## src/hw/rtl/rrts_pkg.sv

```systemverilog
`timescale 1ns / 1ps

package rrts_pkg;

    localparam int QUEUE_DEPTH   = 8;
    localparam int PTR_W         = (QUEUE_DEPTH > 1) ? $clog2(QUEUE_DEPTH) : 1;
    localparam int CNT_W         = $clog2(QUEUE_DEPTH + 1);
    localparam int ID_W          = 8;
    localparam int TIME_W        = 8;
    localparam int STATUS_W      = 3;
    localparam int QCOUNT_W      = 4;
    localparam int IN_DATA_W     = 16;
    localparam int OUT_DATA_W    = 24;

    localparam logic [TIME_W-1:0] QUANTUM_RESET = 8'd3;

    typedef enum logic
    {
        OP_ADMIT = 1'b0,
        OP_STEP  = 1'b1
    } opcode_t;

    typedef enum logic [STATUS_W-1:0]
    {
        ST_ADMITTED = 3'd0,
        ST_REQUEUED = 3'd1,
        ST_COMPLETE = 3'd2,
        ST_FULL     = 3'd3,
        ST_EMPTY    = 3'd4
    } status_t;

    typedef struct packed
    {
        logic [ID_W-1:0]   pid;
        logic [TIME_W-1:0] remaining;
    } q_entry_t;

    typedef struct packed
    {
        logic push;
        logic pop;
    } q_ctrl_t;

    typedef struct packed
    {
        logic [CNT_W-1:0] count;
        logic             empty;
        logic             full;
    } q_stat_t;

endpackage

```

## src/hw/rtl/round_robin_time_slice_scheduler.sv

```systemverilog
`timescale 1ns / 1ps

// Round-robin scheduler with a time quantum over an 8-entry process queue.
// Input stream (s_*): tuser is the opcode (0 admit, 1 step), tdata carries
// proc_id and burst_time. Output stream (m_*): one result per input transfer,
// tuser is the status code, tdata carries out_proc_id, out_remaining and
// queue_count. cfg_we/cfg_wdata write the quantum (reset value 3); write only
// while the block is idle.
// An admit, a rejected admit or a step on an empty queue presents its result
// in the cycle after the input transfer. A step on a non-empty queue reads the
// head entry from the queue memory into the queue read register, and in state
// S_RUN writes a requeued entry back at the tail while the result is loaded
// into the output register.
// Throughput: one admit per cycle while the receiver takes each result; a step
// takes no new transfer until its write-back in S_RUN, where s_tready is low.
// The result sits in an output register; s_tready is high in the idle state
// while that register is empty or being drained, so a stalled receiver stops
// further transfers until it takes the result. Reset empties the queue and
// restores the quantum; memory contents are not cleared.
module round_robin_time_slice_scheduler
(
    input  logic        clk,
    input  logic        rst_n,
    input  logic        s_tvalid,
    output logic        s_tready,
    input  logic [15:0] s_tdata,   // [7:0] proc_id, [15:8] burst_time
    input  logic        s_tuser,   // [0] opcode
    output logic        m_tvalid,
    input  logic        m_tready,
    output logic [23:0] m_tdata,   // [7:0] out_proc_id, [15:8] out_remaining,
                                   // [19:16] queue_count, [23:20] zero
    output logic [2:0]  m_tuser,   // [2:0] status
    input  logic        cfg_we,
    input  logic [7:0]  cfg_wdata
);

    typedef enum logic [1:0]
    {
        S_IDLE = 2'b01,
        S_RUN  = 2'b10
    } state_t;

    state_t state_reg;
    state_t state_next;

    logic [rrts_pkg::TIME_W-1:0]  quantum_reg;
    logic                         out_valid_reg;
    logic                         out_valid_next;
    rrts_pkg::status_t            status_reg;
    rrts_pkg::status_t            status_next;
    logic [rrts_pkg::ID_W-1:0]    pid_reg;
    logic [rrts_pkg::ID_W-1:0]    pid_next;
    logic [rrts_pkg::TIME_W-1:0]  rem_reg;
    logic [rrts_pkg::TIME_W-1:0]  rem_next;
    logic [rrts_pkg::QCOUNT_W-1:0] qcount_reg;
    logic [rrts_pkg::QCOUNT_W-1:0] qcount_next;

    logic                         accept;
    logic                         load;
    rrts_pkg::opcode_t            opcode;
    logic [rrts_pkg::ID_W-1:0]    in_pid;
    logic [rrts_pkg::TIME_W-1:0]  in_burst;

    rrts_pkg::q_ctrl_t            q_ctrl;
    rrts_pkg::q_entry_t           q_push_data;
    rrts_pkg::q_entry_t           q_rd_data;
    rrts_pkg::q_stat_t            q_stat;

    assign opcode   = rrts_pkg::opcode_t'(s_tuser);
    assign in_pid   = s_tdata[7:0];
    assign in_burst = s_tdata[15:8];
    assign s_tready = (state_reg == S_IDLE) && (!out_valid_reg || m_tready);
    assign accept   = s_tvalid && s_tready;

    rrts_queue u_queue
    (
        .clk       (clk),
        .rst_n     (rst_n),
        .ctrl      (q_ctrl),
        .push_data (q_push_data),
        .rd_data   (q_rd_data),
        .stat      (q_stat)
    );

    always_comb
    begin
        state_next  = state_reg;
        q_ctrl      = '0;
        q_push_data = '0;
        load        = 1'b0;
        status_next = status_reg;
        pid_next    = pid_reg;
        rem_next    = rem_reg;
        qcount_next = qcount_reg;

        case (state_reg)
            S_IDLE:
            begin
                if (accept)
                begin
                    if (opcode == rrts_pkg::OP_ADMIT)
                    begin
                        load = 1'b1;
                        if (q_stat.full)
                        begin
                            status_next = rrts_pkg::ST_FULL;
                            pid_next    = '0;
                            rem_next    = '0;
                            qcount_next = rrts_pkg::QCOUNT_W'(q_stat.count);
                        end
                        else
                        begin
                            q_ctrl.push           = 1'b1;
                            q_push_data.pid       = in_pid;
                            q_push_data.remaining = in_burst;
                            status_next = rrts_pkg::ST_ADMITTED;
                            pid_next    = in_pid;
                            rem_next    = in_burst;
                            qcount_next = rrts_pkg::QCOUNT_W'(q_stat.count
                                          + rrts_pkg::CNT_W'(1));
                        end
                    end
                    else if (q_stat.empty)
                    begin
                        load        = 1'b1;
                        status_next = rrts_pkg::ST_EMPTY;
                        pid_next    = '0;
                        rem_next    = '0;
                        qcount_next = '0;
                    end
                    else
                    begin
                        q_ctrl.pop = 1'b1;
                        state_next = S_RUN;
                    end
                end
            end
            S_RUN:
            begin
                load       = 1'b1;
                state_next = S_IDLE;
                pid_next   = q_rd_data.pid;
                if (q_rd_data.remaining > quantum_reg)
                begin
                    q_ctrl.push           = 1'b1;
                    q_push_data.pid       = q_rd_data.pid;
                    q_push_data.remaining = q_rd_data.remaining - quantum_reg;
                    status_next = rrts_pkg::ST_REQUEUED;
                    rem_next    = q_rd_data.remaining - quantum_reg;
                    qcount_next = rrts_pkg::QCOUNT_W'(q_stat.count
                                  + rrts_pkg::CNT_W'(1));
                end
                else
                begin
                    status_next = rrts_pkg::ST_COMPLETE;
                    rem_next    = '0;
                    qcount_next = rrts_pkg::QCOUNT_W'(q_stat.count);
                end
            end
            default:
            begin
                state_next = S_IDLE;
            end
        endcase

        if (load)
        begin
            out_valid_next = 1'b1;
        end
        else if (m_tready)
        begin
            out_valid_next = 1'b0;
        end
        else
        begin
            out_valid_next = out_valid_reg;
        end
    end

    always_ff @(posedge clk or negedge rst_n)
    begin
        if (!rst_n)
        begin
            state_reg     <= S_IDLE;
            out_valid_reg <= 1'b0;
            quantum_reg   <= rrts_pkg::QUANTUM_RESET;
        end
        else
        begin
            state_reg     <= state_next;
            out_valid_reg <= out_valid_next;
            if (cfg_we)
            begin
                quantum_reg <= cfg_wdata;
            end
        end
    end

    always_ff @(posedge clk)
    begin
        status_reg <= status_next;
        pid_reg    <= pid_next;
        rem_reg    <= rem_next;
        qcount_reg <= qcount_next;
    end

    assign m_tvalid = out_valid_reg;
    assign m_tuser  = status_reg;
    assign m_tdata  = {4'b0000, qcount_reg, rem_reg, pid_reg};

`ifndef SYNTHESIS
    a_run_slot_free: assert property (@(posedge clk) disable iff (!rst_n)
        (state_reg == S_RUN) |-> !out_valid_reg)
        else $error("output register busy during step");

    a_run_one_cycle: assert property (@(posedge clk) disable iff (!rst_n)
        (state_reg == S_RUN) |=> (state_reg == S_IDLE) && out_valid_reg)
        else $error("step did not finish in one cycle");

    a_pop_starts_run: assert property (@(posedge clk) disable iff (!rst_n)
        q_ctrl.pop |=> (state_reg == S_RUN))
        else $error("head read without step");
`endif

endmodule

```

## src/hw/rtl/rrts_queue.sv

```systemverilog
`timescale 1ns / 1ps

module rrts_queue
(
    input  logic              clk,
    input  logic              rst_n,
    input  rrts_pkg::q_ctrl_t ctrl,
    input  rrts_pkg::q_entry_t push_data,
    output rrts_pkg::q_entry_t rd_data,
    output rrts_pkg::q_stat_t  stat
);

    rrts_pkg::q_entry_t mem [rrts_pkg::QUEUE_DEPTH];
    rrts_pkg::q_entry_t rd_data_reg;

    logic [rrts_pkg::PTR_W-1:0] head_reg;
    logic [rrts_pkg::PTR_W-1:0] head_next;
    logic [rrts_pkg::PTR_W-1:0] tail_reg;
    logic [rrts_pkg::PTR_W-1:0] tail_next;
    logic [rrts_pkg::CNT_W-1:0] count_reg;
    logic [rrts_pkg::CNT_W-1:0] count_next;

    localparam logic [rrts_pkg::PTR_W-1:0] PTR_LAST =
        rrts_pkg::PTR_W'(rrts_pkg::QUEUE_DEPTH - 1);
    localparam logic [rrts_pkg::CNT_W-1:0] CNT_FULL =
        rrts_pkg::CNT_W'(rrts_pkg::QUEUE_DEPTH);

    always_ff @(posedge clk)
    begin
        if (ctrl.push)
        begin
            mem[tail_reg] <= push_data;
        end
        if (ctrl.pop)
        begin
            rd_data_reg <= mem[head_reg];
        end
    end

    always_comb
    begin
        head_next  = head_reg;
        tail_next  = tail_reg;
        count_next = count_reg;
        if (ctrl.pop)
        begin
            head_next = (head_reg == PTR_LAST) ? '0 : head_reg + rrts_pkg::PTR_W'(1);
        end
        if (ctrl.push)
        begin
            tail_next = (tail_reg == PTR_LAST) ? '0 : tail_reg + rrts_pkg::PTR_W'(1);
        end
        if (ctrl.push && !ctrl.pop)
        begin
            count_next = count_reg + rrts_pkg::CNT_W'(1);
        end
        else if (ctrl.pop && !ctrl.push)
        begin
            count_next = count_reg - rrts_pkg::CNT_W'(1);
        end
    end

    always_ff @(posedge clk or negedge rst_n)
    begin
        if (!rst_n)
        begin
            head_reg  <= '0;
            tail_reg  <= '0;
            count_reg <= '0;
        end
        else
        begin
            head_reg  <= head_next;
            tail_reg  <= tail_next;
            count_reg <= count_next;
        end
    end

    assign rd_data    = rd_data_reg;
    assign stat.count = count_reg;
    assign stat.empty = (count_reg == '0);
    assign stat.full  = (count_reg >= CNT_FULL);

`ifndef SYNTHESIS
    a_count_bound: assert property (@(posedge clk) disable iff (!rst_n)
        count_reg <= CNT_FULL)
        else $error("queue count beyond depth");

    a_no_pop_empty: assert property (@(posedge clk) disable iff (!rst_n)
        ctrl.pop |-> !stat.empty)
        else $error("pop from empty queue");

    a_no_push_full: assert property (@(posedge clk) disable iff (!rst_n)
        ctrl.push |-> !stat.full)
        else $error("push into full queue");

    a_ptr_match: assert property (@(posedge clk) disable iff (!rst_n)
        (stat.empty || stat.full) |-> (head_reg == tail_reg))
        else $error("pointers disagree with count");
`endif

endmodule

```

## config.mk

```make
export PLATFORM = sky130hd
export DESIGN_NAME = round_robin_time_slice_scheduler
export DESIGN_NICKNAME = d
export VERILOG_FILES = /design/src/hw/rtl/rrts_pkg.sv /design/src/hw/rtl/round_robin_time_slice_scheduler.sv /design/src/hw/rtl/rrts_queue.sv
export SDC_FILE = /design/constraint.sdc
export NUM_CORES = 1
export LEC_CHECK = 0
export ABC_AREA = 1
export BUFFER_PORTS_ARGS = -buffer_cell sky130_fd_sc_hd__buf_2
export CORE_MARGIN = 10
export CORE_UTILIZATION = 48
export CTS_CLUSTER_DIAMETER = 150
export DETAILED_ROUTE_END_ITERATION = 6
export PLACE_DENSITY = 0.68
export SETUP_SLACK_MARGIN = 0.02
export SLEW_MARGIN = 40
export SYNTH_ARGS = -nofsm -noshare
export SYNTH_HDL_FRONTEND = slang
export SYNTH_SLANG_ARGS = --single-unit
```

## constraint.sdc

```tcl
create_clock -name clk -period 2.77 [get_ports clk]
set_input_delay 0.1385 -clock clk [delete_from_list [all_inputs] [get_ports clk]]
set_output_delay 0.1385 -clock clk [all_outputs]
set_load 0.03 [all_outputs]
```

==> results.sh <==
export IMPL_fin_skew_ns=0.00740
export IMPL_reg2reg_slack_ns=0.20
export IMPL_grt_use_met3_pct=3.37
export IMPL_grt_use_total_pct=16.1
export IMPL_drtIter0Drc=480
export IMPL_whs_path_depth=3
export IMPL_worstMarginPinSlew_ns=0.733
export IMPL_fin_util_pct=57.4
export IMPL_synth_edf_count=167
export IMPL_crit_top_cell="nand2_2"
export IMPL_status="finished, final reports clean"
export IMPL_coreArea_um2=16700
export IMPL_diodes=0
export IMPL_finalWorstSetupSlack_ns=0.197
export IMPL_final_seq_area_um2=5540
export IMPL_cts_root_buffer="clkbuf_16"
export IMPL_vias=5592
export IMPL_worst_setup_path_start_kind="register"
export IMPL_preCtsSetupSlack_ns=0.147
export IMPL_largest_register_ff_count=128
export IMPL_use_met2_pct=25.0
export IMPL_grt_max_degree=67
export IMPL_setup_viol=0
export IMPL_layout_drive_gt1_share_pct=17.2
export IMPL_cts_tree="done"
export IMPL_final_cell_mix="167 x edfxtp_1, 138 x nand2_1, 115 x nor2_1"
export IMPL_min_path_type="input port to register"
export IMPL_ant_nets=0
export IMPL_clk_insertion_delay_late_ns=0.43
export IMPL_cp_max_fo=8
export IMPL_numCtsBuffers=17
export IMPL_slowest_stage="dfstp_2"
export IMPL_clock_fmax_mhz=389
export IMPL_cts_buffer_depth=2
export IMPL_area_growth_syn_to_layout_pct=16.7
export IMPL_die_area_um2=22800
export IMPL_htree_levels=4
export IMPL_drv_cap=0
export IMPL_wl_per_cell_um=17.2
export IMPL_period_needed_ns=2.57
export IMPL_slew_headroom_pct=51.2
export IMPL_multi_input_area_um2=2350
export IMPL_ys_ff_latch=188
export IMPL_die_y_um=151
export IMPL_initial_core_util_pct=49.2
export IMPL_wirelength_um=17800
export IMPL_ys_warn_count=0
export IMPL_place_gp_congestion=0.861
export IMPL_power_leakage_nw=3.73
export IMPL_crit_required_ns=2.91
export IMPL_io_pins=59
export IMPL_cp_data_arrival_time_ns=2.71
export IMPL_syn_inst=718
export IMPL_async_flop_share_pct=11.2
export IMPL_timing_rr_start="quantum_reg[0]"
export IMPL_period_share_pct=92.9
export IMPL_ys_flop_type="edfxtp_1"
export IMPL_critPathMaxStageDelay_ns=0.37
export IMPL_synth_area_um2=8220
export IMPL_busiest_layer="met2"
export IMPL_synth_area_per_cell_um2=11.4
export IMPL_grt_ovfl_total=0
export IMPL_worstHoldEndpoint="rem_reg[3]"
export IMPL_yosysSeqAreaShare_pct=67.5
export IMPL_synthDistinctLibCells=36
export IMPL_power_density_nw_per_um2=950
export IMPL_num_fill_cells=1342
export IMPL_vdd_drop_max_mv=0.618
export IMPL_drc=0
export IMPL_min_from="s_tdata[11]"
export IMPL_vias_per_cell=5.40
export IMPL_final_hold_violation_count=0
export IMPL_final_common_cell="edfxtp_1"
export IMPL_drv_slew=0
export IMPL_dr_pass1_iters=5
export IMPL_clock_sinks=188
export IMPL_grt_pass1_vias=5518
export IMPL_portBuffers=54
export IMPL_reg2reg_depth=12
export IMPL_final_nets=851
export IMPL_grt_pass1_wl_um=28700
export IMPL_rsz0062_at_grt="false"
export IMPL_critPathKind="register to register"
export IMPL_detailed_place_hpwl_um=12300
export IMPL_cts_clk_slew_worst_paths_ns=0.07
export IMPL_fp_row_count=47
export IMPL_path_cells="ha_1 > fa_1 > inv_1 > nand2_1 > nand2_2 > nand3_1 > nand2_2 > nand3_4 > a21oi_4 > nand2_4 > nor2_2 > buf_6"
export IMPL_endpoint_kind="register"
export IMPL_grtUsageMet1_pct=21.7
export IMPL_power_mw=9.11
export IMPL_r2r_end="u_queue.mem[5][4]"
export IMPL_die_x_um=151
export IMPL_fin_tns_setup_ns=0
export IMPL_antenna_found_initial=0
export IMPL_whs_ns=0.0307
-- what timing repair did --
| action | CTS | global route |
|---|---|---|
| hold buffers | 10 | 0 |
| gates resized for setup | 0 | 12 |
| hold endpoints to repair | 27 | 0 |
| endpoints found under the setup margin | 0 | 124 |
| setup buffers | 0 | 1 |
-- worst max-delay path by stage --
stage	end	cells past startpoint	slack, ns	start
floorplan	u_queue.mem[0][0]	9	-0.07	state_reg[0]
finish	u_queue.mem[5][4]	12	0.20	quantum_reg[0]
global route	u_queue.mem[2][1]	12	0.03	quantum_reg[0]
detailed placement	u_queue.mem[5][4]	12	0.15	quantum_reg[0]
CTS	u_queue.mem[5][4]	12	0.13	quantum_reg[0]
global placement	u_queue.mem[5][0]	12	0.24	quantum_reg[0]
-- stage by stage --
| step | cell area [µm²] | cells |
|---|---|---|
| 3_3_place_gp | 8870 | 992 |
| 4_1_cts | 9540 | 1034 |
| 5_1_grt | 9590 | 1036 |
| 6_report | 9590 | 1036 |
| 3_5_place_dp | 8870 | 992 |
| 2_1_floorplan | 8240 | 721 |
-- layout make-up --
| class | count | area share [%] |
|---|---|---|
| timing repair buffer | 100 | 7.09 |
| inverter | 47 | 1.84 |
| tap | 220 | 2.87 |
| sequential | 188 | 57.8 |
| clock inverter | 14 | 1.44 |
| clock buffer | 18 | 4.48 |
| multi-input combinational | 449 | 24.5 |
-- logic make-up (layout without fill, tap and decap cells) --
| logic type | after synthesis | count (layout) | share of synthesized area, % |
|---|---|---|---|
| mux | 1 | 1 | 0.137 |
| compound gates | 119 | 119 | 9.48 |
| xor+xnor | 5 | 5 | 0.533 |
| fa+ha+maj | 18 | 18 | 2.83 |
| simple gates | 302 | 302 | 15.2 |
| other cells | 1 | 4 | 0.0456 |
| buf+inv | 84 | 179 | 4.31 |
| flops | 188 | 188 | 67.5 |
-- power breakdown --
group          internal [mW]  switching (mW)  leakage [nW]
combinational          0.940            2.07          1.66
clock                   1.26            1.06         0.274
sequential              3.60           0.193          1.80
total                   5.79            3.32          3.73
-- per-layer routing --
layer  vias to the layer above  share of wire [%]
met5                         -                  0
met4                         0                1.3
met3                        19                7.5
met2                       189                 47
met1                      2686                 45
li1                       2698                  -
-- synth_stat cells (all sizes together) (2+ instances only) --
cell type | n | share of area (%)
clkbuf | 17 | 0.78
nand3 | 29 | 2.1
o211ai | 2 | 0.18
ha | 17 | 2.6
nor2 | 120 | 5.6
a21oi | 24 | 1.6
o21ai | 49 | 3.0
dfstp | 3 | 0.96
nand2 | 143 | 6.8
xor2 | 3 | 0.32
inv | 46 | 2.1
o22ai | 2 | 0.15
nand4 | 5 | 0.38
or2 | 3 | 0.23
a32o | 8 | 0.97
dfrtp | 18 | 5.5
edfxtp | 167 | 61
xnor2 | 2 | 0.21
buf | 20 | 1.4
o32ai | 32 | 3.4
-- worst max-delay path, delay by kind of cell (launching register included) --
kind / cells / cell delay, ns
buffers and inverters: 2 / 0.27
adders and majority gates: 2 / 0.58
AOI/OAI and AO/OA: 1 / 0.29
DFF: 1 / 0.37
and+or+nand+nor: 7 / 0.76
No activity file was read; power rests on OpenSTA's default activity.
